$ cat src/rtl/srcm_pkg.sv
// Shared types, codes and constants of the step response cost meter.
// No dependencies; used by every module in rtl/.
package srcm_pkg;

  localparam int unsigned SAMPLE_WIDTH_DEF = 16;
  localparam int unsigned TICK_W           = 12;
  localparam int unsigned WEIGHT_W         = 16;
  localparam int unsigned COST_W           = 63;
  localparam int unsigned CFG_IDX_W        = 3;

  localparam logic [COST_W-1:0]   COST_MAX       = {COST_W{1'b1}};
  localparam logic [WEIGHT_W-1:0] WEIGHT_ERR_RST = 16'd1;
  localparam logic [WEIGHT_W-1:0] WEIGHT_EFF_RST = 16'd0;
  localparam logic [WEIGHT_W-1:0] WEIGHT_RIS_RST = 16'd0;
  localparam logic [TICK_W-1:0]   LOW_TICKS_RST  = 12'd500;
  localparam logic [TICK_W-1:0]   HIGH_TICKS_RST = 12'd2000;

  typedef enum logic [1:0] {
    PH_IDLE = 2'd0,
    PH_LOW  = 2'd1,
    PH_HIGH = 2'd2,
    PH_DONE = 2'd3
  } phase_e;

  typedef enum logic [CFG_IDX_W-1:0] {
    REG_STEP_LEVEL = 3'd0,
    REG_W_ERROR    = 3'd1,
    REG_W_EFFORT   = 3'd2,
    REG_W_RISE     = 3'd3,
    REG_LOW_TICKS  = 3'd4,
    REG_HIGH_TICKS = 3'd5
  } cfg_idx_e;

  // accumulator command from the sequencer
  typedef struct packed {
    logic clr;
    logic add;
  } acc_ctrl_t;

  function automatic int unsigned max_u(input int unsigned a, input int unsigned b);
    return (a > b) ? a : b;
  endfunction

endpackage

$ cat src/rtl/srcm_mul.sv
// Shared multiplier with a registered product.
// Depends on srcm_pkg.
module srcm_mul
  import srcm_pkg::*;
#(
  parameter int unsigned OPA_W = 33,
  parameter int unsigned OPB_W = 17
) (
  input  logic                   clk_i,
  input  logic                   en_i,
  input  logic [OPA_W-1:0]       a_i,
  input  logic [OPB_W-1:0]       b_i,
  output logic [OPA_W+OPB_W-1:0] p_o
);

  logic [OPA_W+OPB_W-1:0] p_q, p_d;

  assign p_d = {{OPB_W{1'b0}}, a_i} * {{OPA_W{1'b0}}, b_i};

  always_ff @(posedge clk_i) begin
    if (en_i) begin
      p_q <= p_d;
    end
  end

  assign p_o = p_q;

endmodule

$ cat src/rtl/srcm_acc.sv
// Saturating cost accumulator, clamps at the largest 63-bit value.
// Depends on srcm_pkg.
module srcm_acc
  import srcm_pkg::*;
#(
  parameter int unsigned PROD_W = 50
) (
  input  logic              clk_i,
  input  logic              rst_ni,
  input  acc_ctrl_t         ctrl_i,
  input  logic [PROD_W-1:0] prod_i,
  output logic [COST_W-1:0] acc_o
);

  localparam int unsigned SUM_W = max_u(PROD_W, COST_W) + 1;

  logic [COST_W-1:0] acc_q, acc_d;
  logic [SUM_W-1:0]  sum;

  assign sum = SUM_W'(acc_q) + SUM_W'(prod_i);

  always_comb begin
    acc_d = acc_q;
    if (ctrl_i.clr) begin
      acc_d = '0;
    end else if (ctrl_i.add) begin
      acc_d = (sum >= SUM_W'(COST_MAX)) ? COST_MAX : sum[COST_W-1:0];
    end
  end

  always_ff @(posedge clk_i or negedge rst_ni) begin
    if (!rst_ni) begin
      acc_q <= '0;
    end else begin
      acc_q <= acc_d;
    end
  end

  assign acc_o = acc_q;

endmodule

$ cat src/rtl/step_response_cost_meter.sv
// Step response cost meter: top level with config registers, sequencer and output word.
// Depends on srcm_pkg, srcm_mul and srcm_acc.
//
// One input word is one control tick. A start request taken in idle or done opens the low
// phase (drive zero for low_ticks ticks), then the high phase drives step_level for
// high_ticks ticks while the cost sum and the rise time are taken; the last high tick adds
// weight_rise*rise_ticks and reports done. Every input word gives one output word. Idle,
// low and done words skip the multiplier; in the high phase one shared multiplier forms
// the squared error, its weighted value, the squared current, its weighted value and the
// rise term in turn, and each weighted value and the rise term feeds the saturating
// accumulator the cycle after. A finished word waits in the output register; the block
// takes the next input only once that register is free to load again. Configuration is
// written through cfg_we_i / cfg_idx_i / cfg_data_i.
module step_response_cost_meter
  import srcm_pkg::*;
#(
  parameter int unsigned SAMPLE_WIDTH = SAMPLE_WIDTH_DEF
) (
  input  logic                                       clk_i,
  input  logic                                       rst_ni,
  input  logic                                       cfg_we_i,
  input  logic [CFG_IDX_W-1:0]                       cfg_idx_i,
  input  logic [max_u(SAMPLE_WIDTH, WEIGHT_W)-1:0]   cfg_data_i,
  input  logic                                       in_valid_i,
  output logic                                       in_ready_o,
  input  logic                                       start_req_i,
  input  logic signed [SAMPLE_WIDTH-1:0]             sensed_current_i,
  output logic                                       out_valid_o,
  input  logic                                       out_ready_i,
  output logic signed [SAMPLE_WIDTH-1:0]             drive_setpoint_o,
  output logic [1:0]                                 phase_o,
  output logic [TICK_W-1:0]                          rise_ticks_o,
  output logic                                       risen_o,
  output logic [COST_W-1:0]                          cost_o,
  output logic                                       done_res_o
);

  localparam int unsigned SW     = SAMPLE_WIDTH;
  localparam int unsigned MAG_W  = SW + 1;
  localparam int unsigned OPA_W  = 2 * SW + 1;
  localparam int unsigned OPB_W  = max_u(SW + 1, WEIGHT_W);
  localparam int unsigned PROD_W = OPA_W + OPB_W;

  typedef enum logic [7:0] {
    S_IDLE = 8'b0000_0001,
    S_SQE  = 8'b0000_0010,
    S_WE   = 8'b0000_0100,
    S_SQF  = 8'b0000_1000,
    S_WF   = 8'b0001_0000,
    S_RISE = 8'b0010_0000,
    S_ADDR = 8'b0100_0000,
    S_OUT  = 8'b1000_0000
  } state_e;

  // configuration registers
  logic signed [SW-1:0] step_q;
  logic [WEIGHT_W-1:0]  w_err_q, w_eff_q, w_rise_q;
  logic [TICK_W-1:0]    low_ticks_q, high_ticks_q;

  // test state
  state_e              state_q, state_d;
  phase_e              ph_q, ph_d;
  logic [TICK_W-1:0]   tick_q, tick_d;
  logic [TICK_W-1:0]   rise_q, rise_d;
  logic                risen_q, risen_d;
  logic                last_q, last_d;
  logic                ovalid_q, ovalid_d;

  // word under work
  logic signed [SW-1:0] samp_q, samp_d;
  logic signed [SW-1:0] res_drive_q, res_drive_d;
  phase_e               res_ph_q, res_ph_d;
  logic                 res_done_q, res_done_d;

  // output word
  logic signed [SW-1:0] odrive_q;
  phase_e               oph_q;
  logic [TICK_W-1:0]    orise_q;
  logic                 orisen_q;
  logic [COST_W-1:0]    ocost_q;
  logic                 odone_q;
  logic                 oload;

  // shared unit interface
  logic                 mul_en;
  logic [OPA_W-1:0]     mul_a;
  logic [OPB_W-1:0]     mul_b;
  logic [PROD_W-1:0]    prod;
  acc_ctrl_t            acc_ctrl;
  logic [COST_W-1:0]    cost_acc;

  logic signed [MAG_W-1:0] diff, samp_x;
  logic [MAG_W-1:0]        diff_mag, samp_mag;
  logic                    start_ok;
  phase_e                  ph_eff;
  logic [TICK_W-1:0]       tick_inc;

  always_ff @(posedge clk_i or negedge rst_ni) begin
    if (!rst_ni) begin
      step_q       <= '0;
      w_err_q      <= WEIGHT_ERR_RST;
      w_eff_q      <= WEIGHT_EFF_RST;
      w_rise_q     <= WEIGHT_RIS_RST;
      low_ticks_q  <= LOW_TICKS_RST;
      high_ticks_q <= HIGH_TICKS_RST;
    end else if (cfg_we_i) begin
      unique case (cfg_idx_i)
        REG_STEP_LEVEL: step_q       <= $signed(cfg_data_i[SW-1:0]);
        REG_W_ERROR:    w_err_q      <= cfg_data_i[WEIGHT_W-1:0];
        REG_W_EFFORT:   w_eff_q      <= cfg_data_i[WEIGHT_W-1:0];
        REG_W_RISE:     w_rise_q     <= cfg_data_i[WEIGHT_W-1:0];
        REG_LOW_TICKS:  low_ticks_q  <= cfg_data_i[TICK_W-1:0];
        REG_HIGH_TICKS: high_ticks_q <= cfg_data_i[TICK_W-1:0];
        default: ;
      endcase
    end
  end

  assign diff     = MAG_W'(sensed_current_i) - MAG_W'(step_q);
  assign diff_mag = diff[MAG_W-1] ? (~diff + 1'b1) : diff;
  assign samp_x   = MAG_W'(samp_q);
  assign samp_mag = samp_x[MAG_W-1] ? (~samp_x + 1'b1) : samp_x;

  assign start_ok = start_req_i && ((ph_q == PH_IDLE) || (ph_q == PH_DONE));
  assign ph_eff   = start_ok ? PH_LOW : ph_q;
  assign tick_inc = (start_ok ? '0 : tick_q) + 1'b1;

  assign in_ready_o = (state_q == S_IDLE);
  assign oload      = (state_q == S_OUT) && (!ovalid_q || out_ready_i);

  always_comb begin
    state_d     = state_q;
    ph_d        = ph_q;
    tick_d      = tick_q;
    rise_d      = rise_q;
    risen_d     = risen_q;
    last_d      = last_q;
    samp_d      = samp_q;
    res_drive_d = res_drive_q;
    res_ph_d    = res_ph_q;
    res_done_d  = res_done_q;
    ovalid_d    = ovalid_q;
    mul_en      = 1'b0;
    mul_a       = '0;
    mul_b       = '0;
    acc_ctrl    = '0;

    if (ovalid_q && out_ready_i) begin
      ovalid_d = 1'b0;
    end

    unique case (state_q)
      S_IDLE: begin
        if (in_valid_i) begin
          samp_d      = sensed_current_i;
          res_drive_d = '0;
          res_ph_d    = ph_eff;
          res_done_d  = 1'b0;
          ph_d        = ph_eff;
          state_d     = S_OUT;
          if (start_ok) begin
            rise_d       = '0;
            risen_d      = 1'b0;
            acc_ctrl.clr = 1'b1;
          end
          priority if (ph_eff == PH_LOW) begin
            if (tick_inc >= low_ticks_q) begin
              ph_d   = PH_HIGH;
              tick_d = '0;
            end else begin
              tick_d = tick_inc;
            end
          end else if (ph_eff == PH_HIGH) begin
            res_drive_d = step_q;
            if (!risen_q && (sensed_current_i >= step_q)) begin
              risen_d = 1'b1;
              rise_d  = tick_q;
            end
            tick_d  = tick_inc;
            last_d  = (tick_inc >= high_ticks_q);
            // square the tracking error first
            mul_en  = 1'b1;
            mul_a   = OPA_W'(diff_mag);
            mul_b   = OPB_W'(diff_mag);
            state_d = S_SQE;
          end else begin
            state_d = S_OUT;
          end
        end
      end
      S_SQE: begin
        mul_en  = 1'b1;
        mul_a   = prod[OPA_W-1:0];
        mul_b   = OPB_W'(w_err_q);
        state_d = S_WE;
      end
      S_WE: begin
        acc_ctrl.add = 1'b1;
        mul_en       = 1'b1;
        mul_a        = OPA_W'(samp_mag);
        mul_b        = OPB_W'(samp_mag);
        state_d      = S_SQF;
      end
      S_SQF: begin
        mul_en  = 1'b1;
        mul_a   = prod[OPA_W-1:0];
        mul_b   = OPB_W'(w_eff_q);
        state_d = S_WF;
      end
      S_WF: begin
        acc_ctrl.add = 1'b1;
        state_d      = last_q ? S_RISE : S_OUT;
      end
      S_RISE: begin
        mul_en  = 1'b1;
        mul_a   = OPA_W'(rise_q);
        mul_b   = OPB_W'(w_rise_q);
        state_d = S_ADDR;
      end
      S_ADDR: begin
        acc_ctrl.add = 1'b1;
        ph_d         = PH_DONE;
        res_ph_d     = PH_DONE;
        res_done_d   = 1'b1;
        state_d      = S_OUT;
      end
      S_OUT: begin
        // hold until the output register is free
        if (oload) begin
          ovalid_d = 1'b1;
          state_d  = S_IDLE;
        end
      end
      default: state_d = S_IDLE;
    endcase
  end

  always_ff @(posedge clk_i or negedge rst_ni) begin
    if (!rst_ni) begin
      state_q  <= S_IDLE;
      ph_q     <= PH_IDLE;
      tick_q   <= '0;
      rise_q   <= '0;
      risen_q  <= 1'b0;
      last_q   <= 1'b0;
      ovalid_q <= 1'b0;
    end else begin
      state_q  <= state_d;
      ph_q     <= ph_d;
      tick_q   <= tick_d;
      rise_q   <= rise_d;
      risen_q  <= risen_d;
      last_q   <= last_d;
      ovalid_q <= ovalid_d;
    end
  end

  always_ff @(posedge clk_i) begin
    samp_q      <= samp_d;
    res_drive_q <= res_drive_d;
    res_ph_q    <= res_ph_d;
    res_done_q  <= res_done_d;
    if (oload) begin
      odrive_q <= res_drive_q;
      oph_q    <= res_ph_q;
      orise_q  <= rise_q;
      orisen_q <= risen_q;
      ocost_q  <= cost_acc;
      odone_q  <= res_done_q;
    end
  end

  srcm_mul #(
    .OPA_W(OPA_W),
    .OPB_W(OPB_W)
  ) u_mul (
    .clk_i(clk_i),
    .en_i (mul_en),
    .a_i  (mul_a),
    .b_i  (mul_b),
    .p_o  (prod)
  );

  srcm_acc #(
    .PROD_W(PROD_W)
  ) u_acc (
    .clk_i (clk_i),
    .rst_ni(rst_ni),
    .ctrl_i(acc_ctrl),
    .prod_i(prod),
    .acc_o (cost_acc)
  );

  assign out_valid_o      = ovalid_q;
  assign drive_setpoint_o = odrive_q;
  assign phase_o          = oph_q;
  assign rise_ticks_o     = orise_q;
  assign risen_o          = orisen_q;
  assign cost_o           = ocost_q;
  assign done_res_o       = odone_q;

  a_state_onehot: assert property (@(posedge clk_i) disable iff (!rst_ni)
    $onehot(state_q))
    else $error("sequencer state not one-hot");

  a_accept_leaves_idle: assert property (@(posedge clk_i) disable iff (!rst_ni)
    (in_valid_i && in_ready_o) |=> (state_q != S_IDLE))
    else $error("accepted word did not start the sequencer");

  a_rise_needs_risen: assert property (@(posedge clk_i) disable iff (!rst_ni)
    !risen_q |-> (rise_q == '0))
    else $error("rise time captured without rise flag");

  a_done_word_phase: assert property (@(posedge clk_i) disable iff (!rst_ni)
    (out_valid_o && done_res_o) |-> (phase_o == PH_DONE))
    else $error("done word without done phase");

endmodule
$ cat config.mk
export PLATFORM = sky130hd
export DESIGN_NAME = step_response_cost_meter
export DESIGN_NICKNAME = d
export VERILOG_FILES = /design/src/rtl/srcm_pkg.sv /design/src/rtl/srcm_mul.sv /design/src/rtl/srcm_acc.sv /design/src/rtl/step_response_cost_meter.sv
export SDC_FILE = /design/constraint.sdc
export NUM_CORES = 2
export LEC_CHECK = 0
export BUFFER_PORTS_ARGS = -buffer_cell sky130_fd_sc_hd__buf_2
export CAP_MARGIN = 0
export CORE_MARGIN = 2
export CORE_UTILIZATION = 25
export DETAILED_ROUTE_END_ITERATION = 7
export GPL_ROUTABILITY_DRIVEN = 0
export RECOVER_POWER = 25
export SKIP_LAST_GASP = 1
export SLEW_MARGIN = 20
export SYNTH_ARGS = -nofsm -noshare
export SYNTH_HDL_FRONTEND = slang
export SYNTH_HIERARCHICAL = 1
export SYNTH_SLANG_ARGS = --single-unit
$ cat constraint.sdc
create_clock -name clk_i -period 16.4 [get_ports clk_i]
set_clock_uncertainty 0.1 [all_clocks]
set_input_delay 4.1 -clock clk_i [delete_from_list [all_inputs] [get_ports clk_i]]
set_output_delay 4.1 -clock clk_i [all_outputs]
set_load 0.005 [all_outputs]
* Yosys cells after proc, flatten, opt, wreduce, memory -nomap -nowiden
Index checks and enable logic that the tools add are counted.
Widths: inputs -> output; s select.
** Operators by class
- $lt $le $gt $ge :: 4
- Reduce and logical (&&, ||, !) cells :: 28
- Multiplexer cells :: 51
- Equal/unequal tests :: 18
- Add/subtract/negate cells :: 5
- $mul :: 1
- Bitwise logic cells :: 4
** Operator list (number)
- $mux 63 :: 3
- $mux 17 :: 8
- $pmux 33 s4 :: 1
- $mux 12 :: 8
- $pmux 17 s5 :: 1
- $add 63x50->64 :: 1
- $ge 64x63->1 const B :: 1
- $pmux 8 s8 :: 1
- $mul 33x17->50 :: 1
- $mux 8 :: 5
- $add 17x1->17 const B :: 2
- $not 17->17 :: 2
- $ge 12x12->1 :: 2
- $reduce_and 2->1 :: 9
- $sub 16x16->17 :: 1
- $ge 16x16->1 :: 1
- $mux 1 :: 15
- $add 12x1->12 const B :: 1
- $mux 2 :: 5
- $eq 8x1->1 const B :: 1
- $eq 8x2->1 const B :: 1
- $eq 8x3->1 const B :: 1
- $eq 8x4->1 const B :: 1
- $eq 8x5->1 const B :: 1
- other kinds (23) :: 38
** Word-level totals
- Bits of input ports :: 41
- Output and inout port bits :: 97
- Word-level logic and storage cells :: 136
- Register bits after elaboration :: 368

* Depth between registers and ports, before layout
- Depth in word-level cells :: 10
- Mapped depth :: 36
- Mapped depth without buffers :: 33

* Cells and area by module
Netlist, hierarchy kept.
** By module, submodules not included
- srcm_mul :: seq. area each 1501.4 sq um, cells each 2163, area each 19486.2 sq um, instances 1
- step_response_cost_meter :: seq. area each 7049.3 sq um, cells each 1030, area each 12301.8 sq um, instances 1
- srcm_acc :: seq. area each 1576.5 sq um, cells each 652, area each 5480.3 sq um, instances 1

* Worst setup path after synthesis
OpenSTA, ideal clock, no wires.
- Path kind :: input-to-reg
- From :: in sensed_current_i[0]
- To :: reg u_mul.p_q[46] (netlist: u_mul/p_o[46]) (data pin)
- Stages :: 32
- Path buffers :: 2
- Setup slack :: 3.855 ns
- Data arrival time :: 12.180 ns
- Setup time :: 0.266 ns
- Required time :: 16.034 ns
- Path through :: inv_1 -> ha_1 -> fa_1 -> nand2b_1 -> a211o_1 -> a2111o_1 -> o211ai_2 -> and3_1 -> a41oi_1 -> xnor2_1 -> o211ai_1 -> clkbuf_1 -> nand2_1 -> fa_1 -> inv_1 -> fa_1 -> fa_1 -> fa_1 -> fa_1 -> inv_1 -> fa_1 -> inv_1 -> ha_1 -> buf_4 -> nand3_4 -> nor4_2 -> and3_1 -> and3_4 -> o311ai_4 -> a211o_1 -> nand4_1 -> or3b_1
** Between the ends
- Cells in the longest elaborated chain, start to end :: 9
- Elaborated cells between the ends (all ways) :: 13
- Classes of those cells :: add/sub: 2; mul: 1; mux: 9; bitwise: 1
** Ends and longest elaborated chain
- start: declaration :: RTL line step_response_cost_meter.sv:27 : input logic signed [SAMPLE_WIDTH-1:0] sensed_current_i,
- $sub 16x16->17 * :: RTL line step_response_cost_meter.sv:119 : assign diff = MAG_W'(sensed_current_i) - MAG_W'(step_q);
- $not 17->17 :: RTL line step_response_cost_meter.sv:120 : assign diff_mag = diff[MAG_W-1] ? (~diff + 1'b1) : diff;
- $add 17x1->17 :: RTL line step_response_cost_meter.sv:120
- $mux 17 * :: RTL line step_response_cost_meter.sv:120
- $mux 17 * :: RTL line step_response_cost_meter.sv:173 : end else if (ph_eff == PH_HIGH) begin
- $mux 17 * :: RTL line step_response_cost_meter.sv:166 : priority if (ph_eff == PH_LOW) begin
- $mux 17 * :: RTL line step_response_cost_meter.sv:154 : if (in_valid_i) begin
- $pmux 33 s4 * :: RTL line step_response_cost_meter.sv:152 : unique case (state_q)
- named net mul_a[15] :: RTL line step_response_cost_meter.sv:86 : logic [OPA_W-1:0] mul_a;
- $mul 33x17->50 * :: RTL line srcm_mul.sv:18 : assign p_d = {{OPB_W{1'b0}}, a_i} * {{OPA_W{1'b0}}, b_i};
- named net u_mul.p_d[46] :: RTL line srcm_mul.sv:16 : logic [OPA_W+OPB_W-1:0] p_q, p_d;
- end signal: assignment :: RTL line srcm_mul.sv:22 : p_q <= p_d;
- end: declaration :: RTL line srcm_mul.sv:16
The timed path passes the listed nets; every way through them passes the cells marked *.
A chain may end at the register's enable or synchronous reset.

* Worst setup path after layout
- From :: in sensed_current_i[0]
- To :: reg u_mul.p_q[44] (netlist: u_mul/p_o[44]) (data pin)
** Between the ends
- Cells in the longest elaborated chain, start to end :: 9
- Elaborated cells between the ends (all ways) :: 13
- Classes of those cells :: add/sub: 2; mul: 1; mux: 9; bitwise: 1
** Ends and longest elaborated chain
- $sub 16x16->17 * :: RTL line step_response_cost_meter.sv:119
- $not 17->17 :: RTL line step_response_cost_meter.sv:120
- $add 17x1->17 :: RTL line step_response_cost_meter.sv:120
- $mux 17 * :: RTL line step_response_cost_meter.sv:120
- $mux 17 * :: RTL line step_response_cost_meter.sv:173
- $mux 17 * :: RTL line step_response_cost_meter.sv:166
- $mux 17 * :: RTL line step_response_cost_meter.sv:154
- $pmux 17 s5 * :: RTL line step_response_cost_meter.sv:152
- named net mul_b[3] :: RTL line step_response_cost_meter.sv:87 : logic [OPB_W-1:0] mul_b;
- $mul 33x17->50 * :: RTL line srcm_mul.sv:18
- named net u_mul.p_d[44] :: RTL line srcm_mul.sv:16
Marks and branches as above.

==> results.yml <==
run_status:
  outcome: "finished, violations left"
  violations: "max-capacitance violations, max-slew violations"
timing:
  fin_ws_ns: 2.88
  relSlewSlack_pct: -199
  drv_slew: 115
  hold_viol: 0
  setup_viol: 0
  rsz0062_at_grt: "false"
  worst_slew_pin_slew_ns: 4.48
  period_minus_slack_ns: 13.52
  fin_crit_sh_pct: 82.4
  setup_tns_ns: 0
  fmax_mhz: 74.0
setup_path:
  critPathMaxStageDelay_ns: 0.84
  worstPathArrival_ns: 13.72
  worst_ep_required_time_ns: 16.60
  worstSetupEndpointType: "flip-flop"
  crit_path_frequent_cell: "fa_1"
  worstSetupStartpointType: "primary input"
  cpMaxStageDelayCell: "nand2b_2"
  critPathMaxFanout: 33
  setup.worst_path.class: "in -> reg"
routing:
  wirelength_um: 105000
  initialDrtViolationCount: 1820
  vias_per_cell: 4.75
  ant_nets: 0
  vias: 27736
  post_drt_wl_per_cell_um: 18.0
  drc: 0
  drt_pre_antenna_iters: 5
synthesis:
  yosysSeqAreaShare_pct: 27.2
  synthFlopType: "edfxtp_1"
  synth_nets: 4572
  syn_inst: 3845
  syn_area_mm2: 0.0373
  async_reset_ff_share_pct: 51.1
  ys_ff_latch: 368
  avgSynthCellArea_um2: 9.69
  synth_warnings: 6
  ys_types: 106
  synth-edff-count: 180
cts:
  cts-root-buf: "clkbuf_16"
  clk_latency_ns: 0.57
  path_clk_slew_ns: 0.06
  cts_setup_buffers: 0
  cts_buffers: 37
  cts_buffer_depth: 3
  h-tree-depth: 2
  ctsHoldBuffers: 0
  cts.sinks: 368
  cts-resized-gates: 0
  tritoncts: "done"
finish:
  area_delta_synth_final_pct: 10.6
  drive_gt1_share_pct: 10.0
  final_nets: 4610
  seq_area_mm2: 0.0101
  n_fill_cell: 15534
  multiInputGateArea_mm2: 0.0241
pwr:
  p_switching_w: 0.000896
  p_comb_share_pct: 24.6
  intPower_w: 0.00188
  ir_drop_v: 0.0000767
  pwr-share-seq_pct: 43.6
  p_total_w: 0.00278
  p_per_area_mw_per_mm2: 67.4
  swShare_pct: 32.2
  clkPwrFrac_pct: 31.8
  p_leak_nw: 18.4
grt:
  grt_start_max_net_pins: 84
  grt_pass1_wl_um: 168000
  grt.overflow.total: 0
  grt_antenna_before_repair: 0
  grt_util_all_layers_pct: 13.9
  grt_pass1_vias: 29408
die:
  die_y_um: 390
  die_w_um: 390
  num_io_pins: 138
  design.core.area_mm2: 0.148
  rows: 141
  die_area_mm2: 0.152
  initial_core_util_pct: 25.2
run:
  cap_violations: 2
place:
  io_buffers: 137
  place_ws_ns: 2.49
  dp_hpwl_um: 78500
worst_hold_path:
  hp-class: "reg -> reg"
-- per-stage QoR --
stage	hold slack [ns]	cell area, um^2	utilization [%]	std cells
after floorplan	0.300	37300	-	3845
after global placement	0.303	40000	27.1	5774
after detailed placement	0.306	40000	27.1	5774
after CTS	0.307	41300	27.9	5841
after global routing	0.321	41200	27.9	5841
final	0.317	41200	27.9	5842
-- cells by family after synthesis --
| family | share of synthesized area (%) |
|---|---|
| AO/OA/AOI/OAI | 11.6 |
| XOR/XNOR | 3.03 |
| adder cells (fa/ha/maj) | 32.4 |
| buffers and inverters | 8.44 |
| flip-flops | 27.2 |
| multiplexers | 2.09 |
| AND/OR/NAND/NOR | 15.2 |
-- synthesized netlist by cell type (78+ instances only) --
cell,instances,share of area (%)
ha_1,220,7.4
nor2_1,138,1.4
inv_1,633,6.4
xnor2_1,78,1.8
a21oi_1,132,1.8
and2_1,268,4.5
clkbuf_1,145,1.5
o21ai_0,116,1.6
dfrtp_1,174,12
nand2_1,531,5.3
edfxtp_1,180,15
fa_1,466,25
-- placed cells by master, fill, tap and decap left out, drive strengths merged, types with 8 or more instances in the layout --
master  count
buf       155
o31ai       9
a211oi     27
nor4       11
and2      274
a22o       12
a41oi      10
edfxtp    180
a21oi     139
inv       638
dfrtp     174
a21o       70
fa        466
nand2     534
o21ai     134
a221oi      8
nor3       18
and3       21
nand4      22
o21bai     12
a311oi     34
o21a       19
nand2b     24
nand3      42
or3        10
ha        220
a221o       9
a222oi     16
nor2      140
clkbuf     66
mux2       64
nor2b      19
o22ai      20
o211ai     25
xnor2      78
a31oi      24
xor2       51
dfstp      14
-- per-layer routing --
| layer | track usage [%] | up-vias | share of wire, % | routed length, um |
|---|---|---|---|---|
| li1 | - | 12598 | - | - |
| met1 | 17.1 | 14178 | 42 | 43600 |
| met2 | 24.8 | 756 | 50 | 52500 |
| met3 | 1.53 | 204 | 4.6 | 4860 |
| met4 | 5.15 | 0 | 3.7 | 3870 |
| met5 | 0 | - | 0 | 0 |
-- power groups by stage --
stage	combinational [W]	clock, W	sequential [W]
after floorplan	0.000487	0	0.00120
after global placement	0.000669	0	0.00123
after detailed placement	0.000682	0	0.00123
after CTS	0.000685	0.000906	0.00121
after global routing	0.000763	0.000937	0.00123
final	0.000684	0.000882	0.00121
-- cell type report --
| type | instances | share of cell area (%) |
|---|---|---|
| Tap cell | 1930 | 5.86 |
| Clock buffer | 46 | 2.43 |
| Antenna cell | 1 | 0.00607 |
| Inverter | 633 | 5.76 |
| Multi-Input combinational cell | 2668 | 58.5 |
| Timing Repair Buffer | 175 | 2.28 |
| Clock inverter | 21 | 0.559 |
| Sequential cell | 368 | 24.6 |
-- worst paths after layout --
path	startpoint	endpoint	slack, ns	cells after the start
worst max-delay path	sensed_current_i[0]	u_mul/p_o[44]	2.88	31
min in group asynchronous	rst_ni	step_q[12]	5.02	1
worst max register to register	state_q[4]	u_mul/p_o[44]	5.85	28
max in group asynchronous	rst_ni	u_acc/acc_o[56]	7.81	3
worst min register to register	res_drive_q[2]	drive_setpoint_o[2]	0.32	0
worst min-delay path	res_drive_q[2]	drive_setpoint_o[2]	0.32	0
-- worst max-delay path: cells and delay by family --
kind                     cells  cell delay, ns
XOR/XNOR                     2            0.32
AND/OR/NAND/NOR              6            2.21
adder cells (fa/ha/maj)      9            4.12
AO/OA/AOI/OAI                9            2.61
buffers and inverters        5            0.33
Note: power is estimated with default switching activity, not from simulation.
